## config.mk

```make
export PLATFORM = sky130hd
export DESIGN_NAME = wtm_ctrl
export DESIGN_NICKNAME = d
export VERILOG_FILES = /design/src/hdl/wtm_pkg.sv /design/src/hdl/wtm_ctrl.sv
export SDC_FILE = /design/constraint.sdc
export NUM_CORES = 1
export LEC_CHECK = 0
export ABC_AREA = 1
export BUFFER_PORTS_ARGS = -buffer_cell sky130_fd_sc_hd__buf_4
export CORE_AREA = 2 2 39 41
export CTS_CLUSTER_DIAMETER = 40
export CTS_CLUSTER_SIZE = 12
export DETAILED_ROUTE_END_ITERATION = 8
export DIE_AREA = 0 0 41 43
export PLACE_DENSITY_LB_ADDON = 0.12
export SETUP_SLACK_MARGIN = 0.05
export SKIP_LAST_GASP = 1
export SLEW_MARGIN = 20
export SYNTH_ARGS = -nofsm -noshare
export SYNTH_HDL_FRONTEND = slang
export SYNTH_SLANG_ARGS = --single-unit
```

## constraint.sdc

```tcl
create_clock -name clk -period 1.5 [get_ports clk]
set_clock_uncertainty 0.2 [all_clocks]
set_input_delay 0.15 -clock clk [delete_from_list [all_inputs] [get_ports clk]]
set_output_delay 0.15 -clock clk [all_outputs]
set_load 0.005 [all_outputs]
```

## src/hdl/wtm_pkg.sv

```systemverilog
// Shared types, constants and helpers of the windowed throughput meter.
// No dependencies.
package wtm_pkg;

    localparam int TIME_BITS_DEF = 48;
    localparam int BYTES_W       = 32;
    localparam int STAMP_W       = 48;
    localparam int RATE_W        = 40;
    localparam int CFG_W         = 16;
    localparam int WIN_BYTES_W   = 40;
    localparam int TOT_BYTES_W   = 48;
    localparam int PROD_W        = 56;
    localparam int ZERO_ELAPSED_MS = 1000;

    typedef logic [BYTES_W-1:0]     bytes_t;
    typedef logic [STAMP_W-1:0]     stamp_t;
    typedef logic [RATE_W-1:0]      rate_t;
    typedef logic [CFG_W-1:0]       cfg_data_t;
    typedef logic [0:0]             cfg_index_t;
    typedef logic [WIN_BYTES_W-1:0] win_bytes_t;
    typedef logic [TOT_BYTES_W-1:0] tot_bytes_t;
    typedef logic [PROD_W-1:0]      prod_t;

    localparam cfg_index_t CFG_WINDOW_MS = 1'd0;
    localparam cfg_index_t CFG_SETTLE_MS = 1'd1;

    localparam cfg_data_t WINDOW_MS_RESET = 16'd1000;
    localparam cfg_data_t SETTLE_MS_RESET = 16'd500;

    localparam logic ACT_ADD   = 1'b0;
    localparam logic ACT_CLEAR = 1'b1;

    typedef struct packed {
        logic capture;
        logic update;
        logic prep;
        logic div_start;
        logic load_out;
    } wtm_cmd_t;

    typedef struct packed {
        logic is_clear;
        logic div_busy;
        logic out_free;
    } wtm_sts_t;

    // bytes * 250 as shifts: 256 - 4 - 2
    function automatic prod_t times_250(input prod_t b);
        prod_t r;
        r = (b << 8) - (b << 2) - (b << 1);
        return r;
    endfunction

    function automatic rate_t sat_rate(input prod_t q);
        rate_t r;
        r = (q[PROD_W-1:RATE_W] != '0) ? '1 : q[RATE_W-1:0];
        return r;
    endfunction

endpackage

```

## src/hdl/wtm_ctrl.sv

```systemverilog
// Controller: per item, sequences capture, update, divide if add, result load.
// Depends on wtm_pkg.
module wtm_ctrl
    import wtm_pkg::*;
(
    input  logic     clk,
    input  logic     rst_n,
    input  logic     in_valid,
    output logic     in_ready,
    input  wtm_sts_t sts,
    output wtm_cmd_t cmd
);
    typedef enum logic [5:0] {
        ST_IDLE   = 6'b000001,
        ST_UPDATE = 6'b000010,
        ST_PREP   = 6'b000100,
        ST_START  = 6'b001000,
        ST_DIV    = 6'b010000,
        ST_DONE   = 6'b100000
    } state_t;

    state_t state_reg, state_next;

    always_comb
    begin
        state_next = state_reg;
        cmd        = '0;
        in_ready   = 1'b0;
        unique case (state_reg)
            ST_IDLE:
            begin
                in_ready    = 1'b1;
                cmd.capture = in_valid;
                if (in_valid)
                begin
                    state_next = ST_UPDATE;
                end
            end
            ST_UPDATE:
            begin
                cmd.update = 1'b1;
                state_next = sts.is_clear ? ST_DONE : ST_PREP;
            end
            ST_PREP:
            begin
                cmd.prep   = 1'b1;
                state_next = ST_START;
            end
            ST_START:
            begin
                cmd.div_start = 1'b1;
                state_next    = ST_DIV;
            end
            ST_DIV:
            begin
                if (!sts.div_busy)
                begin
                    state_next = ST_DONE;
                end
            end
            ST_DONE:
            begin
                if (sts.out_free)
                begin
                    cmd.load_out = 1'b1;
                    state_next   = ST_IDLE;
                end
            end
            default:
            begin
                state_next = ST_IDLE;
            end
        endcase
    end

    always_ff @(posedge clk or negedge rst_n)
    begin
        if (!rst_n)
        begin
            state_reg <= ST_IDLE;
        end
        else
        begin
            state_reg <= state_next;
        end
    end
endmodule

```

=== Yosys cells after proc, flatten, opt, wreduce, memory -nomap -nowiden ===
Index checks and enable logic that the tools add are counted.

* Flip-flop bits (word level): 6
* Input port bits: 6
* Output and inout bits: 6
* Word-level logic and storage cells: 23

* Eq/ne operators: 9
* Mux-type cells: 12
* Reduce and logical (&&, ||, !) cells: 1

{| class="wikitable"
|+ Operators by type and width
! kind !! number
|-
| $pmux W6 S6 || 1
|-
| $mux W6 || 4
|-
| $mux W1 || 7
|-
| $eq A6 B1 Y1 const B || 1
|-
| $eq A6 B2 Y1 const B || 1
|-
| $eq A6 B3 Y1 const B || 1
|-
| $eq A6 B4 Y1 const B || 1
|-
| $eq A6 B5 Y1 const B || 1
|-
| $eq A6 B6 Y1 const B || 1
|-
| $ne A2 B2 Y1 const B || 3
|-
| $reduce_and A3 Y1 || 1
|}

=== Logic depth before layout (Yosys ltp) ===
Gate-level depths: netlist of the first run.

* Word-level depth: 3
* Gate-level depth with buffers: 8
* Mapped depth without buffers: 8

=== Worst setup path after synthesis of the first run ===
OpenSTA, ideal clock, no wires.

* Path type: flip-flop to flip-flop
* Start: reg state_reg[0]
* End: reg state_reg[5]
* Arrival: 1009 ps
* Data required time: 1182 ps
* Path slack: 172 ps
* Cell stages (with the launch flop): 8
* Path buffers: 0
* Path through: dfstp_2 > inv_1 > nor2_1 > nand3_2 > nor2_2 > nor2_1 > nand2_1 > nand2_1

* Longest elaborated chain between the ends: 3
* Elaborated cells on any way between the ends: 11

{| class="wikitable"
|+ Ends and longest elaborated chain
! element !! RTL line !! text
|-
| start: declaration || wtm_ctrl.sv:22 || <nowiki>state_t state_reg, state_next;</nowiki>
|-
| start signal: assignment || wtm_ctrl.sv:84 || <nowiki>state_reg <= state_next;</nowiki>
|-
| $eq A6 B5 Y1 (tied with other cells) || wtm_ctrl.sv:29 || <nowiki>unique case (state_reg)</nowiki>
|-
| $ne A2 B2 Y1 (no line) || n/a ||
|-
| $reduce_and A3 Y1 (no line) || n/a ||
|}

Several ways; a longest one is shown, not always the timed one.
A chain may end at the register's enable or synchronous reset.

==> summary.txt, run 1 <==
Status
  – Outcome: finished with violations
  – Failing checks: setup timing

Floorplan
  – Starting density of the core: between 20% and 30%
  – Top Ports: 12
  – # rows: 14
  – CORE AREA: 1380 µm²
  – Die area: approximately 1800 µm²
  – Die height: roughly 43 µm
  – Die Wd: just over 40 µm

Synth
  – Synth warn: 0
  – Xor and xnor area share after synthesis: 0%
  – Synthesized net count: 60
  – Synth Area in Compound Gates: 0%
  – Synth Area in Adders: 0%
  – Async set-reset flop share out of synthesis: 100%
  – Mux cell area share after synthesis: 0%
  – Post-synth top cells: inv_1 (13), nor2_1 (11), nand2_1 (9)
  – Most frequent cell after synthesis: inv_1
  – Synth Area per Inst: between 6 and 7 µm²
  – Post-synth EDFFs: 0
  – Simple-gate share of the synthesized area: ~46%
  – Prevailing post-synth register cell: dfrtp_1
  – Largest family of logic cells by synthesized area: simple AND/OR/NAND/NOR gates
  – Post-synthesis register bit count: 6
  – Synth Cell Area: roughly 380 µm²
  – Synth unique cells: 12
  – Syn Inst Count: 54
  – Register area share after synthesis: 40.2%
  – Top cell type's share of synthesized area: around a third
  – Post-synth top area cell: dfrtp_1
  – Top cells by area, synth: dfrtp_1 (33%), inv_1 (13%), nor2_1 (11%)

Timing
  – FMAX: 628 MHz
  – Tightest Pin Transition: around 180 ps
  – Final min period: 1590 ps
  – Setup-failing EPs final: 8
  – Final hold vios: 0
  – Slew headroom: 88.1%
  – Final period util: 106%
  – Hold_ws: roughly 6.9 ps
  – Slew Limit Fails: 0
  – RSZ-0062 raised after global routing: true
  – Fin worst setup slack: -91.2 ps

Place
  – PortBufs: 11
  – Final GP Congestion: 0.714
  – Post-DP HPWL: 637 µm

Final layout
  – Synth-to-layout area growth: 67.4%
  – Fillers: approximately 150
  – Layout cell share with drive strength beyond 1: ~44%
  – Final core occ: 45.6%
  – ANT cells: 0
  – Fin nets: between 80 and 90
  – Max reg flops: 6

Clock tree
  – Clock latency on the worst-skew pair: approximately 250 ps
  – Clk pin slew, worst setup/hold paths: roughly 60 ps
  – Num CTS Buffers: 3
  – H-tree lvl count: 1
  – Root buffer cell: clkbuf_4
  – Clk buf depth: 2
  – Clk sinks: 6
  – CTS tree: done

Global routing
  – Antenna violations before repair: 0
  – Global-route wire length before repair: ~1400 µm
  – GR Overflow Total: 0
  – Gr usage total: 13.2%
  – Largest net degree at the start of global routing: 7
  – Vias in the first global route: roughly 350

Critical path
  – CP peak stage delay: 530 ps
  – Buf+Inv Stages, Crit Path: 3
  – CP Launch Type: flop
  – Endpoint type of the worst setup path: output pin
  – Kind of critical path: reg -> out
  – Slowest-stage cell, CP: dfstp_2
  – CP top delay family: flip-flops
  – Worst Path Required: between 1000 and 1500 ps
  – Maximum fanout along the worst path: 6
  – Crit path cell chain: buf_4 -> nor2_4 -> nand3_1 -> inv_1 -> buf_4
  – Crit-path most repeated cell: buf_4
  – Data arrival, critical path: about 1200 ps

Route
  – TritonRoute pass-1 iters: 4
  – DR vias: 402
  – Routed len/inst: about 9.2 µm
  – Antenna Nets Post-Route: 0
  – DRC: 0
  – Vias/cell: 4.14
  – WL final: approximately 890 µm
  – DRT iter0 DRCs: 4

Min path
  – HP Class: in -> reg

Power
  – Pwr Density: 1480 nW/µm²
  – Maximum VDD drop: just under 0.001 V
  – Lkg Pwr: roughly 0.00037 µW

Job
  – Max cap viols: 0
## what timing repair did
item                                   CTS  global route
resized for setup                        0             7
endpoints found under the hold margin   10             0
hold buffers                             4             0
setup endpoints to repair                6             9
pin swaps                                0             6
buffers inserted                         2             6
## placed cells by master (no fill, tap or decap)
cell and n:
inv_1 12, nor2_4 3, nand2_1 9, nand4_1 2, buf_4 19, inv_2 2, dlygate4sd3_1 4, dfrtp_1 5
nand3_2 4, dfstp_2 1, nand3_1 3, clkbuf_1 1, nor2_2 3, nor2_1 9, nor3_2 1, clkbuf_4 3
## final cells by class
class,count,area (µm²),area share [%]
Multi-Input combinational cell,34,198,31.3
Timing Repair Buffer,23,183,29.0
Inverter,14,52.6,8.33
Sequential cell,6,151,24.0
Clock buffer,4,26.3,4.17
Tap cell,16,20.0,3.17
## worst reg2reg max path, cell delays in order, from the launching register on
cell     delay [ps]
dfstp_2         530
buf_4           120
nor2_4           50
buf_4           130
nand4_1         110
nand2_1         100
nor2_1          130
nand2_1          60
nand2_1          70
## through the flow
| step | std cells | area (µm²) | worst slack (ps) | power (µW) | TNS [ps] |
|---|---|---|---|---|---|
| after floorplan | 54 | 377 | 172 | 476 | 0 |
| after global placement | 81 | 479 | 85.9 | 611 | 0 |
| after detailed placement | 81 | 479 | 101 | 606 | 0 |
| after CTS | 91 | 561 | -92.8 | 830 | -332 |
| after global routing | 97 | 631 | -175 | 1030 | -998 |
| final | 97 | 631 | -91.2 | 936 | -376 |
## where the power goes
part	leakage (µW)	switching [µW]	internal [µW]
combinational	0.000278	258	257
clock	0.0000150	67.1	101
sequential	0.0000792	41.1	211
total	0.000372	366	570
## logic make-up (layout without fill, tap and decap cells)
family | Yosys count | count (layout)
AND/OR/NAND/NOR | 34 | 34
flip-flops | 6 | 6
buffers and inverters | 14 | 41
## path summary, 6_finish.rpt
path | startpoint | to | slack, ps | depth (start not counted)
hold / removal | sts[1] | state_reg[4] | 7 | 3
hold reg to reg | state_reg[3] | state_reg[3] | 450 | 3
max in group asynchronous | rst_n | state_reg[0] | 850 | 2
min in group asynchronous | rst_n | state_reg[1] | 40 | 2
setup / recovery | state_reg[0] | cmd[2] | -90 | 5
setup reg to reg | state_reg[0] | state_reg[0] | -60 | 8
## metal layers
layer / routed length [µm] / share of wire, % / GRT usage, %
met1: 421 / 47 / 16.6
met5: 0 / 0 / 0
met4: 19 / 2.1 / 12.0
met2: 414 / 47 / 17.5
met3: 33 / 3.7 / 3.14
Note: power is estimated with default switching activity, not from simulation.
==> run 2: changes to the inputs <==
--- a/config.mk
+++ b/config.mk
@@ -8,6 +8,7 @@
 export ABC_AREA = 1
 export BUFFER_PORTS_ARGS = -buffer_cell sky130_fd_sc_hd__buf_4
 export CORE_AREA = 2 2 39 41
+export CTS_BUF_LIST = sky130_fd_sc_hd__clkbuf_16
 export CTS_CLUSTER_DIAMETER = 40
 export CTS_CLUSTER_SIZE = 12
 export DETAILED_ROUTE_END_ITERATION = 8
==> summary.txt, run 2 (synthesized netlist as in run 1, its figures left out) <==
Critical path
  – Worst Path Required: roughly 1500 ps
  – FF-to-FF path depth: 8
  – Kind of critical path: reg -> reg
  – Endpoint type of the worst setup path: flop
  – Maximum fanout along the worst path: 6
  – CP Launch Type: flop
  – Data arrival, critical path: between 1500 and 2000 ps

Place
  – Placed inst area: 479 µm²
  – Dpl ws: 101 ps
  – PortBufs: 11
  – Final GP Congestion: around 0.7
  – Post-DP HPWL: around 640 µm

Timing
  – RSZ-0062 raised after global routing: true
  – Fin worst setup slack: -69.0 ps
  – Setup TNS: -261 ps
  – Setup-failing EPs final: 7
  – Final hold vios: 0
  – Tightest Pin Transition: between 150 and 200 ps
  – Slew headroom: between 80 and 90%
  – Final period util: 105%
  – Slew Limit Fails: 0
  – FMAX: about 640 MHz
  – Final min period: ~1600 ps

Floorplan
  – Starting density of the core: between 20% and 30%
  – Top Ports: 12
  – # rows: 14
  – Die Wd: 41 µm
  – CORE AREA: roughly 1400 µm²
  – Die area: between 1500 and 2000 µm²
  – Die height: 43 µm

Clock tree
  – H-tree lvl count: 1
  – Clk buf depth: 2
  – Clock latency on the worst-skew pair: between 200 and 250 ps
  – Root buffer cell: clkbuf_16
  – Clk pin slew, worst setup/hold paths: approximately 40 ps
  – CTS tree: done
  – Num CTS Buffers: 3
  – Clk sinks: 6

Global routing
  – Antenna violations before repair: 0
  – Vias in the first global route: ~370
  – Largest net degree at the start of global routing: 7
  – Gr usage total: roughly 14%
  – Global-route wire length before repair: about 1600 µm
  – GR Overflow Total: 0

Route
  – Vias/cell: ~4.3
  – WL final: 942 µm
  – TritonRoute pass-1 iters: 2
  – Routed len/inst: a little under 10 µm
  – Antenna Nets Post-Route: 0
  – DRC: 0
  – DRT iter0 DRCs: 4
  – DR vias: between 400 and 500

Power
  – Cell internal pwr: 811 µW
  – Maximum VDD drop: 0.00124 V
  – Lkg Pwr: roughly 0.0004 µW
  – Switching Share: about a third
  – Pwr Density: roughly 1800 nW/µm²
  – Sequential share of power: 20.9%
  – Comb pwr share: between 40 and 50%
  – Net Switching: between 400 and 500 µW
  – Power Total: between 1000 and 1500 µW
  – Clock Power Share: a little over a third

Final layout
  – Max reg flops: 6
  – Multi-input logic area: about 200 µm²
  – Layout cell share with drive strength beyond 1: 47.5%
  – Final core occ: around half
  – ANT cells: 0
  – Fin nets: 87
  – Most frequent cells in the layout: buf_4 (19), inv_1 (12), nor2_1 (9), nand2_1 (9)
  – Leading cell type in the layout, fill and taps excluded: buf_4
  – Design Area, Final: between 600 and 700 µm²
  – Storage cell area: 151 µm²
  – Synth-to-layout area growth: 80.1%
  – Fillers: 138

Min path
  – HP Class: in -> reg
  – Hold-critical path depth: 4

Status
  – Failing checks: setup timing
  – Outcome: finished with violations

Job
  – Max cap viols: 0
-- run 2: layer usage --
layer / track usage, % / wire, µm / share of wire (%)
met1: 18.5 / 412 / 44
met2: 18.4 / 443 / 47
met3: 4.71 / 49 / 5.2
met4: 10.0 / 36 / 3.8
met5: 0 / 0 / 0
-- run 2: power groups by stage --
stage | combinational, µW | clock, µW | sequential, µW
2_1_floorplan | 229 | 0 | 246
3_3_place_gp | 360 | 0 | 252
3_5_place_dp | 354 | 0 | 252
4_1_cts | 417 | 450 | 250
5_1_grt | 588 | 460 | 256
6_report | 518 | 443 | 254
-- run 2: path summary, 6_finish.rpt --
check	startpoint	end	slack [ps]
hold reg to reg	state_reg[5]	state_reg[4]	470
setup reg to reg	state_reg[0]	state_reg[0]	-70
max in group asynchronous	rst_n	state_reg[0]	830
setup / recovery	state_reg[0]	state_reg[0]	-70
min in group asynchronous	rst_n	state_reg[1]	60
hold / removal	sts[0]	state_reg[5]	30
-- run 2: cell type report --
cell class	count	area share [%]
clock buffer	3	11.1
inverter	14	7.75
multi-input combinational	34	29.9
tap	16	2.95
timing repair buffer	22	25.5
sequential	6	22.3
clock inverter	1	0.554
-- run 2: worst max-delay path, cell delays in order (launching register included) --
cell	delay, ps
dfstp_2	530
buf_4	120
nor2_4	50
buf_4	130
nand4_1	110
nand2_1	100
nor2_1	130
nand2_1	60
nand2_1	70
-- run 2: timing repair --
action                                  CTS  global route
gates resized for setup                   0             9
setup buffers                             3             5
hold buffers                              3             0
hold endpoints to repair                  9             0
endpoints found under the setup margin    6             9
pin swaps                                 1             7
-- run 2: metrics by stage --
step                      hold WS [ps]  instances
after floorplan                   -346         54
after global placement            -236         81
after detailed placement          -236         81
after CTS                         31.6         91
after global routing              45.5         96
final                             26.6         96
