## config.mk

```make
export PLATFORM = sky130hd
export DESIGN_NAME = wtm_dp
export DESIGN_NICKNAME = d
export VERILOG_FILES = /design/src/hdl/wtm_pkg.sv /design/src/hdl/wtm_div.sv /design/src/hdl/wtm_dp.sv
export SDC_FILE = /design/constraint.sdc
export NUM_CORES = 2
export LEC_CHECK = 0
export ABC_AREA = 1
export CAP_MARGIN = 20
export CELL_PAD_IN_SITES_DETAIL_PLACEMENT = 1
export CELL_PAD_IN_SITES_GLOBAL_PLACEMENT = 1
export CORE_ASPECT_RATIO = 1.2
export CORE_MARGIN = 5
export CORE_UTILIZATION = 40
export CTS_BUF_LIST = sky130_fd_sc_hd__clkbuf_8
export DETAILED_ROUTE_END_ITERATION = 8
export DONT_BUFFER_PORTS = 1
export PLACE_DENSITY_LB_ADDON = 0.1
export SKIP_CTS_REPAIR_TIMING = 1
export SYNTH_ARGS = -nofsm -noshare
export SYNTH_HDL_FRONTEND = slang
export SYNTH_SLANG_ARGS = --single-unit
export TNS_END_PERCENT = 10
```

## constraint.sdc

```tcl
create_clock -name clk -period 5.4 [get_ports clk]
set_clock_uncertainty 0.05 [all_clocks]
set_input_delay 0.54 -clock clk [delete_from_list [all_inputs] [get_ports clk]]
set_output_delay 0.54 -clock clk [all_outputs]
set_load 0.03 [all_outputs]
```

## src/hdl/wtm_pkg.sv

```systemverilog
// Shared types, constants and helpers of the windowed throughput meter.
// No dependencies.
package wtm_pkg;

    localparam int TIME_BITS_DEF = 48;
    localparam int BYTES_W       = 32;
    localparam int STAMP_W       = 48;
    localparam int RATE_W        = 40;
    localparam int CFG_W         = 16;
    localparam int WIN_BYTES_W   = 40;
    localparam int TOT_BYTES_W   = 48;
    localparam int PROD_W        = 56;
    localparam int ZERO_ELAPSED_MS = 1000;

    typedef logic [BYTES_W-1:0]     bytes_t;
    typedef logic [STAMP_W-1:0]     stamp_t;
    typedef logic [RATE_W-1:0]      rate_t;
    typedef logic [CFG_W-1:0]       cfg_data_t;
    typedef logic [0:0]             cfg_index_t;
    typedef logic [WIN_BYTES_W-1:0] win_bytes_t;
    typedef logic [TOT_BYTES_W-1:0] tot_bytes_t;
    typedef logic [PROD_W-1:0]      prod_t;

    localparam cfg_index_t CFG_WINDOW_MS = 1'd0;
    localparam cfg_index_t CFG_SETTLE_MS = 1'd1;

    localparam cfg_data_t WINDOW_MS_RESET = 16'd1000;
    localparam cfg_data_t SETTLE_MS_RESET = 16'd500;

    localparam logic ACT_ADD   = 1'b0;
    localparam logic ACT_CLEAR = 1'b1;

    typedef struct packed {
        logic capture;
        logic update;
        logic prep;
        logic div_start;
        logic load_out;
    } wtm_cmd_t;

    typedef struct packed {
        logic is_clear;
        logic div_busy;
        logic out_free;
    } wtm_sts_t;

    // bytes * 250 as shifts: 256 - 4 - 2
    function automatic prod_t times_250(input prod_t b);
        prod_t r;
        r = (b << 8) - (b << 2) - (b << 1);
        return r;
    endfunction

    function automatic rate_t sat_rate(input prod_t q);
        rate_t r;
        r = (q[PROD_W-1:RATE_W] != '0) ? '1 : q[RATE_W-1:0];
        return r;
    endfunction

endpackage

```

## src/hdl/wtm_div.sv

```systemverilog
// Restoring bit-serial unsigned divider, one quotient bit per cycle.
// No dependencies; standalone.
module wtm_div #(
    parameter int DIVIDEND_W = 56,
    parameter int DIVISOR_W  = 48
) (
    input  logic                  clk,
    input  logic                  rst_n,
    input  logic                  start,
    input  logic [DIVIDEND_W-1:0] dividend,
    input  logic [DIVISOR_W-1:0]  divisor,
    output logic                  busy,
    output logic [DIVIDEND_W-1:0] quotient
);
    localparam int CNT_W = $clog2(DIVIDEND_W + 1);

    logic [DIVISOR_W-1:0]  den_reg;
    logic [DIVISOR_W-1:0]  rem_reg, rem_next;
    logic [DIVIDEND_W-1:0] quo_reg, quo_next;
    logic [CNT_W-1:0]      cnt_reg, cnt_next;
    logic                  busy_reg, busy_next;

    logic [DIVISOR_W:0]    shifted;
    logic [DIVISOR_W:0]    diff;
    logic                  take;

    always_comb
    begin
        shifted   = {rem_reg, quo_reg[DIVIDEND_W-1]};
        diff      = shifted - {1'b0, den_reg};
        take      = (shifted >= {1'b0, den_reg});
        rem_next  = rem_reg;
        quo_next  = quo_reg;
        cnt_next  = cnt_reg;
        busy_next = busy_reg;
        if (start)
        begin
            rem_next  = '0;
            quo_next  = dividend;
            cnt_next  = CNT_W'(DIVIDEND_W);
            busy_next = 1'b1;
        end
        else if (busy_reg)
        begin
            rem_next  = take ? diff[DIVISOR_W-1:0] : shifted[DIVISOR_W-1:0];
            quo_next  = {quo_reg[DIVIDEND_W-2:0], take};
            cnt_next  = cnt_reg - CNT_W'(1);
            busy_next = (cnt_reg != CNT_W'(1));
        end
    end

    always_ff @(posedge clk or negedge rst_n)
    begin
        if (!rst_n)
        begin
            busy_reg <= 1'b0;
            cnt_reg  <= '0;
        end
        else
        begin
            busy_reg <= busy_next;
            cnt_reg  <= cnt_next;
        end
    end

    always_ff @(posedge clk)
    begin
        rem_reg <= rem_next;
        quo_reg <= quo_next;
        if (start)
        begin
            den_reg <= divisor;
        end
    end

    assign busy     = busy_reg;
    assign quotient = quo_reg;
endmodule

```

## src/hdl/wtm_dp.sv

```systemverilog
// Datapath: config registers, meter state, products, two dividers, result register.
// Depends on wtm_pkg and wtm_div.
module wtm_dp
    import wtm_pkg::*;
#(
    parameter int TIME_BITS = TIME_BITS_DEF
) (
    input  logic       clk,
    input  logic       rst_n,
    input  wtm_cmd_t   cmd,
    output wtm_sts_t   sts,
    input  logic       cfg_we,
    input  cfg_index_t cfg_index,
    input  cfg_data_t  cfg_data,
    input  logic       action,
    input  bytes_t     byte_count,
    input  stamp_t     now_ms,
    output logic       out_valid,
    input  logic       out_ready,
    output rate_t      current_rate,
    output rate_t      last_window_rate,
    output rate_t      average_rate
);
    typedef logic [TIME_BITS-1:0] tm_t;

    cfg_data_t  window_ms_reg, settle_ms_reg;

    logic       act_reg;
    bytes_t     bytes_reg;
    tm_t        now_reg;

    logic       started_reg;
    tm_t        first_time_reg, window_start_reg;
    tot_bytes_t total_bytes_reg;
    win_bytes_t window_bytes_reg, last_window_bytes_reg;

    prod_t      win_prod_reg, tot_prod_reg;
    tm_t        win_den_reg, tot_den_reg;
    logic       ge_settle_reg;

    logic       out_valid_reg, out_valid_next;
    rate_t      cur_reg, last_reg, avg_reg;

    logic [TIME_BITS+STAMP_W-1:0] now_wide;
    logic [WIN_BYTES_W:0]         win_sum;
    logic [TOT_BYTES_W:0]         tot_sum;
    win_bytes_t                   win_sat;
    tot_bytes_t                   tot_sat;
    tm_t                          since_start, win_el, tot_el;
    logic                         in_window;
    prod_t                        win_q, tot_q;
    logic                         win_busy, tot_busy;
    rate_t                        cur_rate;

    assign now_wide    = {{TIME_BITS{1'b0}}, now_ms};
    assign win_sum     = {1'b0, window_bytes_reg} + (WIN_BYTES_W+1)'(bytes_reg);
    assign tot_sum     = {1'b0, total_bytes_reg} + (TOT_BYTES_W+1)'(bytes_reg);
    assign win_sat     = win_sum[WIN_BYTES_W] ? '1 : win_sum[WIN_BYTES_W-1:0];
    assign tot_sat     = tot_sum[TOT_BYTES_W] ? '1 : tot_sum[TOT_BYTES_W-1:0];
    assign since_start = now_reg - window_start_reg;
    assign in_window   = (since_start < TIME_BITS'(window_ms_reg));
    assign win_el      = now_reg - window_start_reg;
    assign tot_el      = now_reg - first_time_reg;

    // config port
    always_ff @(posedge clk or negedge rst_n)
    begin
        if (!rst_n)
        begin
            window_ms_reg <= WINDOW_MS_RESET;
            settle_ms_reg <= SETTLE_MS_RESET;
        end
        else if (cfg_we)
        begin
            unique case (cfg_index)
                CFG_WINDOW_MS: window_ms_reg <= cfg_data;
                CFG_SETTLE_MS: settle_ms_reg <= cfg_data;
                default:       ;
            endcase
        end
    end

    always_ff @(posedge clk)
    begin
        if (cmd.capture)
        begin
            act_reg   <= action;
            bytes_reg <= byte_count;
            now_reg   <= now_wide[TIME_BITS-1:0];
        end
    end

    // meter state
    always_ff @(posedge clk or negedge rst_n)
    begin
        if (!rst_n)
        begin
            started_reg           <= 1'b0;
            first_time_reg        <= '0;
            window_start_reg      <= '0;
            total_bytes_reg       <= '0;
            window_bytes_reg      <= '0;
            last_window_bytes_reg <= '0;
        end
        else if (cmd.update)
        begin
            if (act_reg == ACT_CLEAR)
            begin
                started_reg           <= 1'b0;
                first_time_reg        <= '0;
                window_start_reg      <= '0;
                total_bytes_reg       <= '0;
                window_bytes_reg      <= '0;
                last_window_bytes_reg <= '0;
            end
            else if (!started_reg)
            begin
                started_reg      <= 1'b1;
                first_time_reg   <= now_reg;
                window_start_reg <= now_reg;
                window_bytes_reg <= win_sat;
                total_bytes_reg  <= tot_sat;
            end
            else if (in_window)
            begin
                window_bytes_reg <= win_sat;
                total_bytes_reg  <= tot_sat;
            end
            else
            begin
                last_window_bytes_reg <= window_bytes_reg;
                window_bytes_reg      <= WIN_BYTES_W'(bytes_reg);
                total_bytes_reg       <= tot_sat;
                window_start_reg      <= now_reg;
            end
        end
    end

    always_ff @(posedge clk)
    begin
        if (cmd.prep)
        begin
            win_prod_reg  <= times_250(PROD_W'(window_bytes_reg));
            tot_prod_reg  <= times_250(PROD_W'(total_bytes_reg));
            win_den_reg   <= (win_el == '0) ? TIME_BITS'(ZERO_ELAPSED_MS) : win_el;
            tot_den_reg   <= (tot_el == '0) ? TIME_BITS'(ZERO_ELAPSED_MS) : tot_el;
            ge_settle_reg <= (win_el >= TIME_BITS'(settle_ms_reg));
        end
    end

    wtm_div #(.DIVIDEND_W(PROD_W), .DIVISOR_W(TIME_BITS)) u_div_win (
        .clk      (clk),
        .rst_n    (rst_n),
        .start    (cmd.div_start),
        .dividend (win_prod_reg),
        .divisor  (win_den_reg),
        .busy     (win_busy),
        .quotient (win_q)
    );

    wtm_div #(.DIVIDEND_W(PROD_W), .DIVISOR_W(TIME_BITS)) u_div_tot (
        .clk      (clk),
        .rst_n    (rst_n),
        .start    (cmd.div_start),
        .dividend (tot_prod_reg),
        .divisor  (tot_den_reg),
        .busy     (tot_busy),
        .quotient (tot_q)
    );

    assign cur_rate = sat_rate(win_q);

    // result register
    always_comb
    begin
        out_valid_next = out_valid_reg;
        if (cmd.load_out)
        begin
            out_valid_next = 1'b1;
        end
        else if (out_ready)
        begin
            out_valid_next = 1'b0;
        end
    end

    always_ff @(posedge clk or negedge rst_n)
    begin
        if (!rst_n)
        begin
            out_valid_reg <= 1'b0;
        end
        else
        begin
            out_valid_reg <= out_valid_next;
        end
    end

    always_ff @(posedge clk)
    begin
        if (cmd.load_out)
        begin
            if (act_reg == ACT_CLEAR)
            begin
                cur_reg  <= '0;
                last_reg <= '0;
                avg_reg  <= '0;
            end
            else
            begin
                cur_reg <= cur_rate;
                avg_reg <= sat_rate(tot_q);
                if (last_window_bytes_reg != '0)
                begin
                    last_reg <= RATE_W'(last_window_bytes_reg >> 2);
                end
                else
                begin
                    last_reg <= ge_settle_reg ? cur_rate : '0;
                end
            end
        end
    end

    assign sts.is_clear     = (act_reg == ACT_CLEAR);
    assign sts.div_busy     = win_busy | tot_busy;
    assign sts.out_free     = !out_valid_reg || out_ready;

    assign out_valid        = out_valid_reg;
    assign current_rate     = cur_reg;
    assign last_window_rate = last_reg;
    assign average_rate     = avg_reg;
endmodule

```

-- Word level (Yosys, flattened, before mapping)
Cells that the tools add are included.
- add/subtract/negate cells: 12
- multiply operators: 0
- div/mod/pow operators: 0
- order comparisons: 4
- equality and inequality tests: 5
- shift operators: 0
- multiplexer cells: 35
- bitwise logic cells: 3
- reduce and logical (&&, ||, !) cells: 17
- operators by type and width (kind ; count):
    2-to-1 mux 48 bit ; 9
    2-to-1 mux 40 bit ; 9
    2-to-1 mux 56 bit ; 4
    subtractor 48 bit ; 4
    >= comparator 49 x 48 -> 1 bit ; 2
    logical NOT 48 bit ; 2
    2-to-1 mux 38 bit ; 2
    subtractor 56 x 49 -> 56 bit ; 1
    subtractor 56 x 50 -> 56 bit ; 1
    subtractor 49 x 42 -> 50 bit ; 1
    adder 48 x 32 -> 49 bit ; 1
    subtractor 48 x 42 -> 49 bit ; 1
    >= comparator 48 x 16 -> 1 bit ; 1
    < comparator 48 x 16 -> 1 bit ; 1
    adder 40 x 32 -> 41 bit ; 1
    nonzero test 40 bit ; 1
    nonzero test 16 bit ; 2
    2-to-1 mux 6 bit ; 4
    != test 6 x 1 -> 1 bit, second input constant ; 2
    subtractor 6 x 1 -> 6 bit, second input constant ; 2
    AND reduction 2 bit ; 4
    nonzero test 2 bit ; 4
    2-to-1 mux 1 bit ; 7
    != test 2 bit, second input constant ; 2
    other kinds (7) ; 8
- register bits after elaboration: 986
- latch bits: 0
- RAM bits: 0
- bits in read-only memories: 0
- logic and storage cells: 107
- memories kept: 0

-- Depth between registers and ports, before layout
- word-level depth: 5
- gate-level depth with buffers: 30
- mapped depth without buffers: 30

-- Hierarchy
Synthesis repeated with hierarchy kept, for this count alone.
- cells, all modules: 9323
- area total of the unflattened synthesis: 68758.4 µm²
- modules (own cells, without submodules) (module ; instances ; cells an instance ; area each (µm²) ; seq. area each (µm²)):
    wtm_dp ; 1 ; 6000 ; 46628.5 ; 18542.8
    wtm_div (u_div_win) ; 1 ; 1662 ; 11113.2 ; 4259.1
    wtm_div (u_div_tot) ; 1 ; 1661 ; 11016.8 ; 4259.1

-- Worst setup path after synthesis
No wires, ideal clock.
- path kind: register to register
- from: register window_bytes_reg[0]
- to: register win_prod_reg[44], data pin
- setup time: 0.252 ns
- data arrival time: 3.734 ns
- required time: 5.098 ns
- slack: 1.364 ns
- cell stages (with the launch flop): 25
- cell sequence: dfrtp_1 > clkbuf_1 > inv_1 > ha_1 > nand3_1 > inv_1 > a31oi_1 > o21ai_0 > a31oi_1 > o21ai_0 > xor2_1 > ha_1 > nand2_1 > nor2_1 > inv_1 > nor2_1 > inv_1 > nor4_1 > a21boi_0 > o21bai_1 > nand2_1 > o211ai_1 > nand3_1 > nand3_1 > nand2_1
- word-level cells in the longest chain between the ends: 2
- RTL lines (element ; RTL line ; text):
    start, declared ; wtm_dp.sv:35 ; win_bytes_t window_bytes_reg, last_window_bytes_reg;
    start signal, assigned ; wtm_dp.sv:121 ; window_bytes_reg <= win_sat;
    start signal, assigned ; wtm_dp.sv:126 ; window_bytes_reg <= win_sat;
    start signal, assigned ; wtm_dp.sv:132 ; window_bytes_reg <= WIN_BYTES_W'(bytes_reg);
    subtractor 48 x 42 -> 49 bit ; wtm_pkg.sv:50 ; r = (b << 8) - (b << 2) - (b << 1);
    subtractor 49 x 42 -> 50 bit (*) ; wtm_pkg.sv:50 ;
    end signal, assigned ; wtm_dp.sv:143 ; win_prod_reg <= times_250(PROD_W'(window_bytes_reg));
    end, declared ; wtm_dp.sv:37 ; prod_t win_prod_reg, tot_prod_reg;
Mark *: on every way between the ends. The rest lies on a longest branch, timed or not.
A chain may end at the register's enable or synchronous reset.

-- Final worst setup path
- from: register window_bytes_reg[8]
- to: register win_prod_reg[44], data pin
The elaborated chain is that of the path after synthesis.

==> impl_metrics.csv <==
group,metric,value,unit
outcome,status,"complete, but fails checks",
outcome,violations,"hold timing",
worst_setup_path,crit_type,"flop to flop",
worst_setup_path,worst_ep_arrival_time,5.64,ns
timing,fin_crit_sh,92.5,%
worst_setup_path,cp-start-kind,"flop",
cts,cts_max_level,4,
yosys,ys_warn_count,0,
grt,gr-usage-all-layers,27.0,%
flow_run,drv_cap,0,
cts,clkTransAtPathRegs,0.07,ns
worst_setup_path,critPathMaxFanout,5,
pwr,p_leak,34.7,nW
floorplanning,design.core.area,0.163,sq mm
floorplanning,die_x,379,um
yosys,synth.avg_cell_area,7.71,sq um
timing,holdWs,-0.684,ns
cts,cts-root-buf,"clkbuf_8",
yosys,synthCells,8478,
yosys,yosysTopAreaCellShare,28.0,%
timing,worst_pin_slew,1.33,ns
grt,grt_pass1_vias,60100,
cts,clock-sinks,978,
floorplanning,top_level_ports,231,
placed_design,place_congestion,0.945,
timing,grt_setup_unrepaired,"false",
route,routedWlPerCell,21.9,um
yosys,synth-edff-count,610,
worst_setup_path,worstSetupEndpointType,"flop",
yosys,yosysUniqueCellTypes,56,
placed_design,hpwlAfterDp,189000,um
yosys,synth_area_leaders,"edfxtp_1 (28%), nand2_1 (13%), dfrtp_1 (10%)",
timing,setup_viol,0,
grt,antenna_found_initial,15,
timing,hold_violations,272,
yosys,ys_ff_latch,978,
floorplanning,start_util,40.2,%
timing,fmax,0.200,GHz
route,drt_iter0_drc,3475,
floorplanning,die_area,0.172,sq mm
timing,min_period,5.00,ns
yosys,synth_seq_area_share,41.4,%
worst_setup_path,cp.required,6.04,ns
floorplanning,row_count,162,
route,via_per_inst,5.26,
cts,cts_buffer_depth,3,
placed_design,dp_cells,10500,
timing,slew_headroom,11.6,%
yosys,synthArstFlopShare,27.8,%
pwr,powerDensity,578,mW/mm^2
finish,instances_no_fill,11000,
route,wl,240000,um
yosys,synth_ff_type,"edfxtp_1",
yosys,yosys-top-cells-count,"nand2_1 (2193), inv_1 (1427), nor2_1 (775), o21ai_0 (613), edfxtp_1 (610)",
yosys,netlist_area,0.0654,sq mm
grt,grt_pass1_wl,357000,um
grt,grt-ovfl-total,0,
cts,cts_tree,"done",
cts,cts_buffers,171,
grt,grt_start_max_net_pins,273,
worst_hold_path,hold_class,"input pin to asynchronous set/reset pin",
worst_setup_path,worstRegToRegCells,25,
yosys,synth_area_leader_cell,"edfxtp_1",
timing,setup_tns,0,ns
finish,drive_above_1_share,4.64,%
finish,num-nets-final,9264,
cts,clk_latency,0.95,ns
finish,post-route-util,44.9,%
route,drc,0,
pwr,peakVddDrop,0.328,mV
floorplanning,die_h,453,um
route,ant_nets,0,
route,drt_pass1_iterations,5,
finish,area_growth_syn_to_layout,11.7,%
placed_design,numPortBuffers,0,
route,routed-via-count,57700,
yosys,yosysMostFrequentCell,"nand2_1",
timing,drv_slew,0,
yosys,syn_nets,9070,
routing by layer:
metal	track usage, %	vias up	share of wire, %
met4	9.31	6	3.6
met5	0	-	0.017
met3	3.42	374	4.2
met2	45.5	1202	47
li1	-	28100	-
met1	35.8	28000	45
metrics by stage:
| stage | cell area (sq um) | power, mW | worst slack (ns) |
|---|---|---|---|
| after floorplan | 65400 | 27.1 | 1.36 |
| after global placement | 68000 | 34.1 | 0.358 |
| after detailed placement | 68000 | 34.4 | 0.317 |
| after CTS | 71700 | 42.1 | 0.270 |
| after global routing | 73000 | 45.5 | 0.0383 |
| final | 73000 | 42.2 | 0.403 |
cell type report:
cell class / count / area [sq um]
antenna: 10 / 25.0
timing repair buffer: 191 / 1920
tap: 2132 / 2670
clock inverter: 135 / 1180
multi-input combinational: 5891 / 32200
clock buffer: 183 / 2520
sequential: 978 / 27100
inverter: 1439 / 5400
fill: 20000 / 89500
final timing paths:
path                       slack (ns)                    end           startpoint
max                              0.40       win_prod_reg[44]  window_bytes_reg[8]
min                             -0.68      window_ms_reg[11]                rst_n
max reg2reg                      0.40       win_prod_reg[44]  window_bytes_reg[8]
min reg2reg                      0.36  u_div_win.den_reg[27]      win_den_reg[27]
max in group asynchronous        5.19   u_div_tot.cnt_reg[4]                rst_n
min in group clk                 0.04   window_start_reg[47]               cmd[3]
critical path: stages (launching register included):
cell	delay (ns)
dfrtp_1	0.48
inv_1	0.10
ha_1	0.35
a21oi_1	0.21
o21ai_0	0.12
a21oi_1	0.21
inv_1	0.09
nand2_1	0.08
nand2_1	0.19
a21oi_2	0.28
o21ai_0	0.22
xor2_1	0.21
ha_1	0.42
nand2_1	0.13
nor2_1	0.17
inv_1	0.07
nor2_1	0.10
inv_1	0.05
nor4_1	0.18
a21boi_1	0.16
o21bai_1	0.29
nand2_1	0.09
o211ai_1	0.17
nand3_1	0.14
nand3_1	0.12
nand2_1	0.05
where the power goes:
part           internal (mW)  leakage, nW  switching (mW)
Sequential              10.7         10.4            1.37
Clock                   4.06         2.08            3.41
Combinational           7.57         22.2            15.1
placed cells by master (no fill, tap or decap), drive strengths merged, types with 4 or more instances in the layout:
cell type,Yosys,final
nand3,285,285
a31oi,115,115
clkbuf,129,183
bufinv,0,18
a21boi,21,21
xor2,212,212
inv,1435,1499
o21bai,42,42
nor3,63,63
xnor2,128,128
dfstp,12,12
or2,24,24
nand2,2202,2202
dfrtp,260,260
edfxtp,610,610
o31ai,4,4
o2111ai,4,4
diode,0,10
o211ai,73,73
o21ai,616,616
o22ai,30,30
clkinv,4,51
and3,10,10
nor2,781,781
o21a,24,24
a21oi,547,547
dlygate4sd3,0,103
nand3b,18,18
nor4,49,49
dfxtp,96,96
ha,438,438
nand4,75,75
buf,41,88
a211oi,6,6
o221ai,13,13
a21o,45,45
fa,47,47
clkinvlp,0,6
cells by family after synthesis:
group	after synthesis	share of synthesized area [%]
and+or+nand+nor	3512	21.6
adders and majority gates	485	9.83
xor gates and xnor gates	340	4.56
buffers and inverters	1609	9.37
AOI/OAI and AO/OA	1552	13.2
muxes	2	0.0345
DFF	978	41.4
Note: power is estimated with default switching activity, not from simulation.
